File: src/sv/fba_pkg.sv
// shared types, constants and codes for the frame bitmap allocator
package fba_pkg;

  // bitmap geometry
  localparam int FRAME_WORDS = 128;
  localparam int WORD_BITS   = 32;
  localparam int WORD_AW     = $clog2(FRAME_WORDS);
  localparam int COUNT_W     = $clog2(FRAME_WORDS + 1);
  localparam int BIT_W       = $clog2(WORD_BITS);
  localparam int FRAME_W     = 12;
  localparam int CFG_W       = 8;
  localparam logic [WORD_BITS-1:0] FULL_WORD = '1;

  // result status codes
  typedef enum logic [2:0] {
    ST_ALLOCATED = 3'd0,
    ST_MAPPED    = 3'd1,
    ST_NOMEM     = 3'd2,
    ST_FREED     = 3'd3,
    ST_NOTHING   = 3'd4
  } status_t;

  // request opcodes
  typedef enum logic {
    OP_ALLOC = 1'b0,
    OP_FREE  = 1'b1
  } op_t;

  // request beat
  typedef struct packed {
    logic               op;
    logic [FRAME_W-1:0] page_frame;
    logic               is_kernel;
    logic               is_writable;
  } req_t;

  // result beat
  typedef struct packed {
    status_t            status;
    logic [FRAME_W-1:0] new_frame;
    logic               present;
    logic               writable;
    logic               user_access;
  } res_t;

  // controller states
  typedef enum logic [2:0] {
    S_IDLE,
    S_DECODE,
    S_SCAN,
    S_FREE_RD,
    S_FREE_WR
  } state_t;

  // controller to datapath commands
  typedef struct packed {
    logic    load;
    logic    scan_rd;
    logic    free_rd;
    logic    alloc_wr;
    logic    free_wr;
    logic    res_en;
    status_t res_status;
  } cmd_t;

  // datapath to controller status
  typedef struct packed {
    logic is_free;
    logic pf_zero;
    logic hit;
    logic exhausted;
  } stat_t;

endpackage

File: src/sv/fba_ctrl.sv
// request sequencer for the frame bitmap allocator
module fba_ctrl import fba_pkg::*; (
  input  logic  clk,
  input  logic  rst,
  input  logic  start,
  input  stat_t stat,
  output logic  busy,
  output cmd_t  cmd
);

  state_t state;
  state_t state_next;

  // state register
  always_ff @(posedge clk) begin
    if (rst) begin
      state <= S_IDLE;
    end else begin
      state <= state_next;
    end
  end

  // next state
  always_comb begin
    state_next = state;
    case (state)
      S_IDLE: begin
        if (start) begin
          state_next = S_DECODE;
        end
      end
      S_DECODE: begin
        if (stat.pf_zero && !stat.is_free) begin
          state_next = S_SCAN;
        end else if (!stat.pf_zero && stat.is_free) begin
          state_next = S_FREE_RD;
        end else begin
          state_next = S_IDLE;
        end
      end
      S_SCAN: begin
        if (stat.hit || stat.exhausted) begin
          state_next = S_IDLE;
        end
      end
      S_FREE_RD: state_next = S_FREE_WR;
      S_FREE_WR: state_next = S_IDLE;
      default:   state_next = S_IDLE;
    endcase
  end

  // command outputs
  always_comb begin
    busy           = (state != S_IDLE);
    cmd            = '0;
    cmd.res_status = ST_ALLOCATED;
    case (state)
      S_IDLE: begin
        cmd.load = start;
      end
      S_DECODE: begin
        if (!stat.is_free && !stat.pf_zero) begin
          cmd.res_en     = 1'b1;
          cmd.res_status = ST_MAPPED;
        end else if (stat.is_free && stat.pf_zero) begin
          cmd.res_en     = 1'b1;
          cmd.res_status = ST_NOTHING;
        end
      end
      S_SCAN: begin
        cmd.scan_rd = !stat.exhausted && !stat.hit;
        if (stat.hit) begin
          cmd.alloc_wr   = 1'b1;
          cmd.res_en     = 1'b1;
          cmd.res_status = ST_ALLOCATED;
        end else if (stat.exhausted) begin
          cmd.res_en     = 1'b1;
          cmd.res_status = ST_NOMEM;
        end
      end
      S_FREE_RD: begin
        cmd.free_rd = 1'b1;
      end
      S_FREE_WR: begin
        cmd.free_wr    = 1'b1;
        cmd.res_en     = 1'b1;
        cmd.res_status = ST_FREED;
      end
      default: begin
        cmd = '0;
      end
    endcase
  end

endmodule

File: config.mk
export PLATFORM = sky130hd
export DESIGN_NAME = fba_ctrl
export DESIGN_NICKNAME = d
export VERILOG_FILES = /design/src/sv/fba_pkg.sv /design/src/sv/fba_ctrl.sv
export SDC_FILE = /design/constraint.sdc
export NUM_CORES = 1
export LEC_CHECK = 0
export BUFFER_PORTS_ARGS = -buffer_cell sky130_fd_sc_hd__buf_2
export CAP_MARGIN = 20
export CORE_AREA = 2 2 39 41
export CTS_CLUSTER_SIZE = 25
export DETAILED_ROUTE_END_ITERATION = 7
export DIE_AREA = 0 0 41 43
export PLACE_DENSITY = 0.55
export SYNTH_ARGS = -nofsm -noshare
export SYNTH_HDL_FRONTEND = slang
export SYNTH_SLANG_ARGS = --single-unit
File: constraint.sdc
create_clock -name clk -period 4.5 [get_ports clk]
set_input_delay 0.675 -clock clk [delete_from_list [all_inputs] [get_ports clk]]
set_output_delay 0.675 -clock clk [all_outputs]
set_load 0.02 [all_outputs]
* After elaboration in Yosys (flattened, before gate mapping)
Cells that the tools add are included.
** Word-level totals
- Input bits :: 7
- Register bits after elaboration :: 3
- Output and inout port bits :: 10
- Logic and storage cells :: 36
** Operators by class
- Eq/ne operators :: 6
- Reduce and logical (&&, ||, !) cells :: 13
- Muxes and demuxes :: 16
** Operators by type and width (number)
- 4-bit two-way mux :: 4
- 3-bit one-hot mux with 4 select lines :: 1
- 4-bit one-hot mux with 3 select lines :: 1
- 3-bit by 2-bit equality test with 1-bit output, second input constant :: 2
- 1-bit two-way mux :: 6
- 3-bit two-way mux :: 2
- 1-bit logical AND :: 5
- 1-bit logical NOT :: 4
- 2-bit two-way mux :: 2
- 2-bit != test, second input constant :: 2
- 3-bit by 1-bit equality test with 1-bit output, second input constant :: 1
- 3-bit equality test, second input constant :: 1
- 3-bit logical NOT :: 1
- 3-bit nonzero test :: 1
- 2-bit AND reduction :: 1
- 1-bit logical OR :: 1

* Longest topological paths before layout
Gate-level depths: netlist (run 1).
- Depth in word-level cells :: 5
- Gate-level depth with buffers :: 4
- Gate-level depth less buffers :: 4

* Worst setup path before layout (run 1)
Ideal clock, no wire load.
- Kind :: input-to-output
- Start :: input stat[2] (netlist name)
- End :: output cmd[3] (netlist name)
- Path slack :: 1.993 ns
- Path buffers :: 0
- Cell stages on the path :: 4
- Data arrival time :: 1.832 ns
- Required time :: 3.825 ns
- Cell sequence :: inv_1 ha_1 or4b_2 o211ai_1
** RTL lines
- from (decl) :: line fba_ctrl.sv:6 : input stat_t stat,
- to (decl) :: line fba_ctrl.sv:8 : output cmd_t cmd

==> results by stage, run 1 <==
Run status:
- The flow ran to the end, and the final reports show no timing, DRC or antenna violations.

STA:
- For the finished layout, the period the worst path requires is 2.70 ns.
- The hold slack is 0.641 ns.
- Setup repair after global routing left no endpoint under its margin.
- The final clock period utilization by the worst path is 0.601.
- On the final layout, the worst clock skew is 0.0000265 ns.
- The number of endpoints failing setup at the final stage is 0.
- The headroom to the max-slew limit is 0.726.
- The number of max-slew violations in the final report is 0.
- The total count of hold-check failures in the final report is 0.
- The sum of negative setup slack is 0 ns.
- For the pin with the worst max-slew slack, the measured transition is 0.411 ns.
- Static timing analysis puts the maximum clock frequency at 370 MHz.

Floorplanning:
- The floorplan has 14 rows.
- The vertical extent of the die is 43 um.
- Pin placement for this block handled 17 I/O pins.
- The die covers 1760 sq um.
- In this run the standard cell core region covers 1380 sq um.
- The floorplan step set the die width to 41 um.
- The initial utilization of the core area, before any placement, comes to 0.218.

Drt:
- After the first detailed-routing iteration, the DRC count stood at 1.
- The number of nets with antenna violations after routing is 0.
- After detailed routing, the number of vias per cell comes to 4.24.
- After detailed routing, the number of remaining DRC violations is 0.
- The first detailed-routing pass ran for 4 iterations.
- The average routed wire per standard cell is 9.47 um.
- The number of vias in the routed layout is 297.
- For this block, the routed nets add up to 663 um of wire.

Clocking:
- The clock reaches the later pin of the worst-skew pair after 0.23 ns.
- The clock-pin transition on the worst setup and hold timing paths is 0.04 ns.
- In this run the number of H-tree levels came out at 1.
- The TritonCTS clock tree is built.
- The setup fix buffers added after clock tree synthesis is 0.
- The TritonCTS buffer count is 3.
- The post-CTS resize count is 0.
- Counting along the longest clock path gives a buffer depth of 2.
- The clock sink total is 3.
- The root buffer cell chosen for the clock tree is clkbuf_4.
- The hold buffer count at cts is 0.

Pwr:
- Across the VDD grid, the largest voltage drop is 0.0743 mV.
- The static leakage is 0.213 nW.
- The power per cell area is 242 nW/um^2.
- The completed layout was analyzed and its total power is 0.100 mW.

Critical path:
- The endpoint type of the worst setup path is an output port.
- The worst path required time is 3.83 ns.
- The endpoint arrival time on the critical path is 2.03 ns.
- The startpoint class of the critical path is a primary input.
- In this run the worst path has a maximum fanout of 2.
- The critical path start-end classification is primary input to output port.

Placed design:
- Summing all placed instances gives a cell area of 388 sq um.
- The congestion estimate from routability-driven global placement came to 0.634.
- Input and output buffers added on the ports amount to 16.

GRT:
- The number of antenna violations at the first check in global routing was 0.
- The number of global-route vias before repair is 249.
- The pin count of the biggest net entering global routing is 15.
- The total overflow left after global routing is 0.
- The first global-routing pass estimated 1030 um of wire.
- Across every metal layer, demand over resource in global routing totals 0.0853.

Yosys:
- The synthesized design contains 0 enable-type register cells.
- The synthesized area is 302 sq um.
- In this run the mean area of a mapped cell was 8.15 sq um.
- Synthesis produced a netlist whose cell count is 37.
- For this run, asynchronously set or reset flops after synthesis account for 0.
- The count of yosys warnings during synthesis is 0.
- The flip-flop and latch count after synthesis is 3.
- Yosys mapped the design onto 24 distinct sky130hd cell types.
- The net count after synthesis is 47.
- The sequential element share of the synthesized area is 0.199.
- For this run, the leading register cell type out of synthesis is dfxtp_1.

Finish:
- The largest registers in the layout are state: 3 flops.
- The finished cells cover 414 sq um.
- The number of inserted diodes is 0.
- The ratio of cells with drive above 1 in the final layout is 0.407.
- In the final design database the tool counted 65 nets.
- The register with the most flip-flops in the layout has 3 of them.
- From synthesis to final layout, the design area changed by 37.3%.
- Ranked by flip-flop count, first place goes to state.

Run:
- The tool flagged a number of max-cap violations equal to 0.

Hold path:
- The kind of path behind the tightest hold check is primary input to register.
## kinds of logic after synthesis
kind of cell | synth area share
AND/OR/NAND/NOR | 0.423
buffers and inverters | 0.0954
AO/OA/AOI/OAI | 0.124
adder cells (fa/ha/maj) | 0.124
flip-flops | 0.199
multiplexers | 0.0332
## final cells by class
cell class / count / area (sq um)
Fill cell: 158 / 970
Multi-Input combinational cell: 27 / 213
Timing Repair Buffer: 16 / 80.1
Sequential cell: 3 / 60.1
Clock buffer: 4 / 26.3
Tap cell: 16 / 20.0
Inverter: 4 / 15.0
## cells in the final DEF (no fill, tap or decap), types with 2 or more instances in the layout
| cell | instances |
|---|---|
| inv_1 | 4 |
| nor4_1 | 2 |
| nand3b_1 | 2 |
| a21oi_1 | 2 |
| nand2b_1 | 3 |
| dfxtp_1 | 3 |
| clkbuf_4 | 3 |
| buf_2 | 16 |
| ha_1 | 3 |
## critical path, stage by stage
cell and delay, ns:
buf_2 0.09, inv_1 0.05, ha_1 0.30, or4b_2 0.62
o211ai_1 0.11, buf_2 0.18
## layer usage
layer	track usage	up-vias	part of all wire
li1	-	166	-
met1	0.119	120	0.49
met2	0.0969	11	0.42
met3	0.0262	0	0.086
met4	0.0800	0	0
met5	0	-	0
## cells in the mapped netlist (2+ instances only)
master,n,share of area
nand3b_1,2,0.050
nand2b_1,3,0.062
buf_2,2,0.033
ha_1,3,0.12
a21oi_1,2,0.033
inv_1,4,0.050
dfxtp_1,3,0.20
nor4_1,2,0.041
## final timing paths
kind             from        to  slack, ns  cells after the start
max           stat[2]    cmd[3]       1.80                      6
min               rst  state[1]       0.64                      2
max reg2reg  state[0]  state[1]       3.20                      2
min reg2reg  state[2]  state[1]       0.65                      1
## through the flow
step	instances	util	setup slack, ns
floorplan	37	-	1.99
global placement	66	0.280	1.80
detailed placement	66	0.280	1.80
CTS	70	0.299	1.79
global route	70	0.299	1.75
finish	70	0.299	1.80
## power breakdown
part | internal, mW | leakage (nW) | total (mW) | switching [mW]
Sequential | 0.0279 | 0.0245 | 0.0312 | 0.00337
Clock | 0.0332 | 0.0150 | 0.0470 | 0.0138
Combinational | 0.00987 | 0.174 | 0.0218 | 0.0119
Power figures use the tool's default switching activity.
==> inputs of run 2 (changes only) <==
--- a/config.mk
+++ b/config.mk
@@ -5,13 +5,14 @@
 export SDC_FILE = /design/constraint.sdc
 export NUM_CORES = 1
 export LEC_CHECK = 0
+export ABC_AREA = 1
 export BUFFER_PORTS_ARGS = -buffer_cell sky130_fd_sc_hd__buf_2
 export CAP_MARGIN = 20
 export CORE_AREA = 2 2 39 41
 export CTS_CLUSTER_SIZE = 25
 export DETAILED_ROUTE_END_ITERATION = 7
 export DIE_AREA = 0 0 41 43
-export PLACE_DENSITY = 0.55
+export PLACE_DENSITY = 0.53
 export SYNTH_ARGS = -nofsm -noshare
 export SYNTH_HDL_FRONTEND = slang
 export SYNTH_SLANG_ARGS = --single-unit
==> constraint.sdc (replaced) <==
create_clock -name clk -period 2.2 [get_ports clk]
set_input_delay 0.33 -clock clk [delete_from_list [all_inputs] [get_ports clk]]
set_output_delay 0.33 -clock clk [all_outputs]
set_load 0.02 [all_outputs]
==> run 2 against run 1 <==
Effect of this change:
- sequential share of layout area rose by 1.0 points
- design area fell by 6.6%
- routed wire length shrank 8.7%
- combinational power grew to 2.9 times the previous value
- critical path depth decreased by 1
- die area is the same
- via count is 6.1% higher
- synthesized area shrank 14%
- clock skew barely moved
- first-iteration DRC count is 100% lower
- utilization shrank 2.0 points
==> results by stage, run 2 <==
Run status:
- The run finished with clean final reports.

Yosys:
- The largest total area in the synthesized netlist belongs to dfxtp_1.
- In this run, synthesis inferred 0 flip-flops with an integrated enable.
- By area the synthesized netlist is led by dfxtp_1 (23%), ha_1 (14%), inv_1 (13%), nand3_1 (12%), nand2_1 (12%).
- The synthesized area is 260 sq um.
- The Yosys step of the flow raised 0 warnings.
- The most used flip-flop cell after synthesis is dfxtp_1.
- The sequential element share of the synthesized area is 0.231.
- The fraction of post-synthesis cell area in the top cell type by area is 0.231.
- Counting every net in the synthesized netlist gives 53.
- The mean instance size in the synthesized netlist is 6.05 sq um.
- The unique cell type count in the Yosys netlist is 12.
- In the synthesized netlist the async set-or-reset flop fraction comes to 0.
- In the post-synthesis netlist, the cell with the most instances is inv_1.
- After synthesis the netlist holds a flip-flop and latch count of 3.
- The gate count after technology mapping is 43.
- By count the netlist is led by inv_1 (9), nand2_1 (8), nor2_1 (8).

Floorplanning:
- The initial standard-cell utilization of the core is 0.188.
- The die outline area is 1760 sq um.
- The core region is 1380 sq um.
- The number of top-level design ports is 17.
- The horizontal extent of the die is 41 um.
- The number of rows created at floorplan is 14.
- The vertical extent of the die is 43 um.

GRT:
- After global routing the overflow that remains totals 0.
- In the global route stage, overall resource usage came out at 0.0742.
- The number of antenna violations at the first check in global routing is 0.
- The pin count of the biggest net entering global routing is 8.
- The number of global-route vias before repair is 223.
- The first global-routing pass estimated 834 um of wire.

Finish:
- More flip-flops sit in one register than any other, and that register is state.
- The filler cell count in the final layout is 166.
- The total number of nets in the final design is 74.
- The largest registers in the layout are state: 3 flops.
- The number of inserted diodes is 0.
- The total non-filler cell area in the finished layout is 387 sq um.
- The utilization after layout is 0.279.
- The top cell types in the final layout, fill and taps aside, are buf_2 (16), inv_1 (9), nand2_1 (8), nor2_1 (8), nand3_1 (6).
- The most common cell after layout, fill and taps aside is buf_2.
- The register with the most flip-flops in the layout has 3 of them.
- Relative to the synthesized area, the layout overhead comes to 48.6%.
- The ratio of cells with drive above 1 in the final layout is 0.317.

Clocking:
- Counting along the longest clock path gives a buffer depth of 2.
- The clock latency on the worst-skew pair is 0.23 ns.
- CTS saw 3 sinks.
- For this design, the CTS-stage hold fixing added 0 buffers.
- The TritonCTS buffer count is 3.
- After clock tree synthesis, the clock-pin slew on the worst setup and hold paths is 0.03 ns.
- The TritonCTS clock tree is built.
- The tree is rooted in a clkbuf_4.
- The post-CTS resize count is 0.
- CTS built an H-tree with a depth of 1.
- The setup fix buffers added after clock tree synthesis is 0.

Drt:
- The routed length on met1 is 272 um.
- For this block, the initial DRC count from the detailed router was 0.
- Routed signal wires occupy layers up through met3.
- The count of TritonRoute iterations in the first routing pass is 1.
- In the routed design, unresolved DRC markers number 0.
- The routed wire length is 605 um.
- The length of routed met2 wiring is 279 um.
- The wire length on met3 is 53 um.
- After detailed routing, the average wire length per cell comes to 7.66 um.
- The number of nets with antenna violations after routing is 0.
- The number of vias in the routed layout is 315.
- The via density per instance is 3.99.

Hold path:
- The source of the worst hold timing path is rst.
- The worst hold path cell count is 2.
- The tightest min-delay check is of the primary input to register type.
- The worst hold path endpoint is state[0].

STA:
- For the finished layout, the period the worst path requires is 1.58 ns.
- The setup slack of the critical path after layout is 0.617 ns.
- The total count of hold-check failures in the final report was 0.
- The hold slack is 0.290 ns.
- The sum of negative setup slack is 0 ns.
- Of the available clock period, the critical path in the final layout requires 0.720.
- The maximum clock skew at final layout is 0.000147 ns.
- The headroom to the max-slew limit is 0.847.
- The number of max-slew violations in the final report is 0.
- The actual slew at the worst max-slew pin is 0.230 ns.
- Setup violations remaining at the end of the flow were counted as 0.
- For this run, the top clock speed supported by timing is 632 MHz.
- Setup repair after global routing left no endpoint under its margin.

Critical path:
- For the worst setup path, the data required time is 1.87 ns.
- The cell type with the highest occurrence count on the critical path is nand2_1.
- Counting cells, the worst reg-to-reg path comes to 5.
- Data on the critical path arrives at its endpoint at 1.25 ns.
- The worst setup path is captured at an output port.
- In this design, the largest share of critical-path delay is due to simple AND/OR/NAND/NOR gates.
- The largest stage delay on the critical path is 0.36 ns.
- The startpoint class of the critical path is a register.
- Across all register-to-register paths, the minimum setup slack is 1.23 ns.
- The highest fanout seen on the critical path is 6.
- The terminus of the critical flop-to-flop path is state[0].
- The critical path goes through nor2_4 > nand2_1 > or2_0 > nand2_1 > buf_2.
- The critical path start-end classification is register to output port.
- In this run the critical register-to-register path is launched from state[1].
- Among all stages on the critical path, the largest delay is contributed by dfxtp_1.
- The total buffers and inverters traversed by the critical path is 1.

Placed design:
- The count of buffers added on input and output ports is 16.
- The placement-stage worst setup slack is 0.663 ns.
- Detailed placement ended at an HPWL of 507 um.
- The final weighted congestion of routability-driven global placement is 0.685.
- The placed instance area is 360 sq um.

Pwr:
- The worst-case IR drop observed on VDD is 0.232 mV.
- The power per cell area is 567 nW/um^2.
- The static leakage is 0.251 nW.

Run:
- The tool flagged a number of max-cap violations equal to 0.
[run 2: cell count changes after synthesis, moves of 2 or more]
cell / delta
buf_2: -2
inv_1: +5
nand2_1: +7
nand2b_1: -3
nand3_1: +6
nand3b_1: -2
nor2_1: +7
[run 2: final cells by class]
| type | instances | area, sq um | area share |
|---|---|---|---|
| clock buffer | 4 | 26.3 | 0.0680 |
| timing repair buffer | 16 | 80.1 | 0.207 |
| tap | 16 | 20.0 | 0.0518 |
| inverter | 9 | 33.8 | 0.0874 |
| multi-input combinational | 31 | 166 | 0.430 |
| sequential | 3 | 60.1 | 0.155 |
[run 2: power breakdown]
part | internal (mW) | switching [mW]
sequential | 0.0583 | 0.00366
clock | 0.0678 | 0.0261
combinational | 0.0227 | 0.0407
[run 2: cells by family after synthesis]
family | after synthesis | share of synthesized area
flops | 3 | 0.231
compound gates | 2 | 0.0384
simple gates | 26 | 0.457
fa+ha+maj | 3 | 0.144
buf+inv | 9 | 0.130
[run 2: routing by layer]
metal | up-vias | global-route usage
li1 | 174 | -
met1 | 129 | 0.0865
met4 | 0 | 0.0400
met5 | - | 0
met2 | 12 | 0.0906
met3 | 0 | 0.0628
[run 2: worst max-delay path by stage]
stage	start	end	slack [ns]	cells after the start
2_1_floorplan	state[1]	cmd[1]	0.75	4
3_3_place_gp	stat[2]	cmd[3]	0.67	6
3_5_place_dp	stat[2]	cmd[3]	0.66	6
4_1_cts	state[2]	cmd[3]	0.60	5
5_1_grt	state[2]	cmd[3]	0.51	5
6_report	state[2]	cmd[3]	0.62	5
[run 2: stage by stage]
stage | power, mW | instances
2_1_floorplan | 0.105 | 43
3_3_place_gp | 0.126 | 75
3_5_place_dp | 0.127 | 75
4_1_cts | 0.226 | 79
5_1_grt | 0.244 | 79
6_report | 0.219 | 79
==> inputs of run 3 (changes only) <==
==> constraint.sdc (replaced) <==
create_clock -name clk -period 1.39 [get_ports clk]
set_input_delay 0.2085 -clock clk [delete_from_list [all_inputs] [get_ports clk]]
set_output_delay 0.2085 -clock clk [all_outputs]
set_load 0.02 [all_outputs]
==> run 3 against run 2 <==
Effect of this change:
- clock power rose by 66%
- worst setup slack worse by 0.57 ns
- sequential cell count is the same
- sequential share of layout area fell by 0.43 points
- sequential power up 59%
- count of clock-buffer cells in the layout did not move
- design area grew 14%
- global-route usage is 1.3 points higher
- non-clock buffer count rose by 3
- die area unchanged
- critical path depth is the same
- combinational power up 91%
- largest cell class unchanged
==> results by stage, run 3 (synthesis results as in run 2) <==
Placed design:
- After legalization and detailed placement, the total HPWL measured 490 um.
- The number of cells in the design after placement is 75.
- The placement-stage worst setup slack is 0.105 ns.
- The final weighted congestion of routability-driven global placement is 0.677.
- In this run the cell area measured after placement is 360 sq um.
- The quantity of I/O buffers inserted on ports is 16.

Critical path:
- The critical path's top delay family is simple AND/OR/NAND/NOR gates.
- Among all stages on the critical path, the largest delay is contributed by dfxtp_4.
- STA puts the critical path data arrival time at 1.14 ns.
- The cell type with the highest occurrence count on the critical path is nand2_1.
- The number of buffers and inverters on the critical path is 1.
- The critical path is of the register to output port type.
- At the worst endpoint, the required time is 1.18 ns.
- The largest stage delay on the critical path is 0.36 ns.
- The highest fanout seen on the critical path is 5.
- The endpoint type of the worst setup path is an output port.
- The worst register-to-register path begins at state[2].
- STA classifies the critical path startpoint as a register.
- The launching instance or port of the critical path is state[2].
- Walking the worst path, the cells encountered are nor2_4 > nand2_1 > or2_0 > nand2_1 > buf_6.

Pwr:
- The worst-case vdd ir drop is 0.417 mV.
- The design draws 0.375 mW.
- The static leakage is 0.267 nW.
- In this run the power spent charging and discharging nets is 0.125 mW.
- The share of total power dissipated in combinational logic is 0.322.
- In this run the power density over the cells is 855 nW/um^2.
- The share of total power dissipated in sequential elements is 0.263.
- The internal power is 0.250 mW.
- The fraction of power spent switching nets is 0.334.
- The clock share of power is 0.415.

Clocking:
- The number of clock buffers added by TritonCTS is 3.
- The maximum level of the CTS H-tree is 1.
- The buffer type at the clock tree root is clkbuf_4.
- The clock passes through at most 2 buffers.
- TritonCTS built the clock tree.
- The clock latency on the worst-skew pair is 0.24 ns.
- The hold buffer count at cts is 0.
- After clock tree synthesis, the clock-pin slew on the worst setup and hold paths is 0.04 ns.
- The clock drives 3 sinks.

Finish:
- The most common cell after layout, fill and taps aside is buf_2.
- The number of inserted diodes is 0.
- Ranked by flip-flop count, first place goes to state.
- In the layout the commonest cells are buf_2 (14), inv_1 (7), nand2_1 (7), nor2_1 (7), nand3_1 (5).
- The utilization after layout is 0.317.
- Summing all non-filler instances in the final layout gives an area of 439 sq um.
- From synthesis to final layout, the design area changed by 68.7%.
- The final standard cell count with taps included and fillers excluded is 82.
- For this run, the post-layout net count is 77.
- The largest registers in the layout are state: 3 flops.
- The ratio of cells with drive above 1 in the final layout is 0.470.
- The register with the most flip-flops in the layout has 3 of them.

GRT:
- After global routing the overflow that remains totals 0.
- The number of global-route vias before repair is 270.
- The first-pass GRT wire length is 966 um.
- Entering global routing, the biggest net connects 8 pins.
- The total routing usage reported by global routing is 0.0872.
- The number of antenna violations at the first check in global routing is 0.

STA:
- The headroom to the max-slew limit is 0.876.
- The total count of hold-check failures in the final report is 0.
- The maximum clock skew at final layout is 0.000748 ns.
- The number of max-slew violations in the final report came to 0.
- Setup violations remaining at the end of the flow were counted as 0.
- The hold slack is 0.156 ns.
- In the finished design, the share of the clock period the worst path needs comes to 0.968.
- The sum of negative setup slack is 0 ns.
- Setup repair after global routing could not meet its margin everywhere.
- The actual slew at the worst max-slew pin is 0.184 ns.
- The final critical delay including setup and external delays is 1.35 ns.
- Static timing analysis puts the maximum clock frequency at 743 MHz.
- The setup slack of the critical path after layout is 0.0441 ns.

Drt:
- The first TritonRoute pass finished after 2 iterations.
- Using the TritonRoute via totals, the vias-per-cell ratio works out to 4.10.
- Dividing the detail-routed wire length by the instance count gives 7.60 um.
- For this run, design rule violations remaining after detail routing come to 0.
- The number of vias in the routed layout is 336.
- The routed wire length is 623 um.
- The number of nets with antenna violations after routing is 0.
- The DRC marker count from the first detailed-route iteration is 3.

Floorplanning:
- The die covers 1760 sq um.
- The floorplan step defined a core boundary enclosing 1380 sq um.
- The number of rows created at floorplan is 14.
- The number of top-level design ports is 17.
- For this configuration, the core starts out at a cell density of 0.188.
- The vertical extent of the die is 43 um.
- The horizontal extent of the die is 41 um.

Hold path:
- The source of the worst hold timing path is rst.
- In this run the worst hold path is classified as primary input to register.

Run status:
- The run finished with clean final reports.

Run:
- The count of maximum capacitance violations is 0.
## run 3: cell types whose count changed in the layout (fill, tap and decap cells not counted), moves of 2 or more
cell and delta:
inv_2 +2, inv_1 -2, dfxtp_1 -3, buf_2 -2, dfxtp_2 +2, buf_4 +4
## run 3: area by class of cell
type                    instances  area (sq um)
clock buffers                   4          26.3
fillers                       168           945
inverters                       9          33.8
multi-input cells              31           181
flip-flops and latches          3          66.3
well taps                      16          20.0
repair buffers                 19           111
## run 3: final timing paths
check	to	slack, ns	cells past startpoint
setup / recovery	cmd[3]	0.04	5
hold / removal	state[1]	0.16	2
setup reg to reg	state[0]	0.39	7
hold reg to reg	state[2]	0.48	1
## run 3: power by group through the flow
| stage | registers, mW | logic [mW] | clock network, mW |
|---|---|---|---|
| after floorplan | 0.0981 | 0.0677 | 0 |
| after global placement | 0.0994 | 0.101 | 0 |
| after detailed placement | 0.0991 | 0.101 | 0 |
| after CTS | 0.0998 | 0.117 | 0.164 |
| after global routing | 0.0993 | 0.135 | 0.181 |
| final | 0.0986 | 0.121 | 0.156 |
## run 3: worst reg2reg max path: stages (launching register included)
cell,delay (ns)
dfxtp_4,0.38
nor2_4,0.04
buf_4,0.14
buf_4,0.13
nand2_1,0.05
nand2_1,0.05
nand3_1,0.07
nor2_1,0.04
## run 3: what timing repair did
item,in CTS,in global routing
pin swaps,4,2
setup endpoints to repair,3,7
buffers inserted,3,0
resized for setup,8,6
## run 3: layer usage
layer / global-route usage / routed length, um / vias up
met4: 0.0400 / 0 / 0
li1: - / - / 181
met1: 0.0927 / 276 / 141
met2: 0.116 / 279 / 14
met5: 0 / 0 / -
met3: 0.0785 / 68 / 0
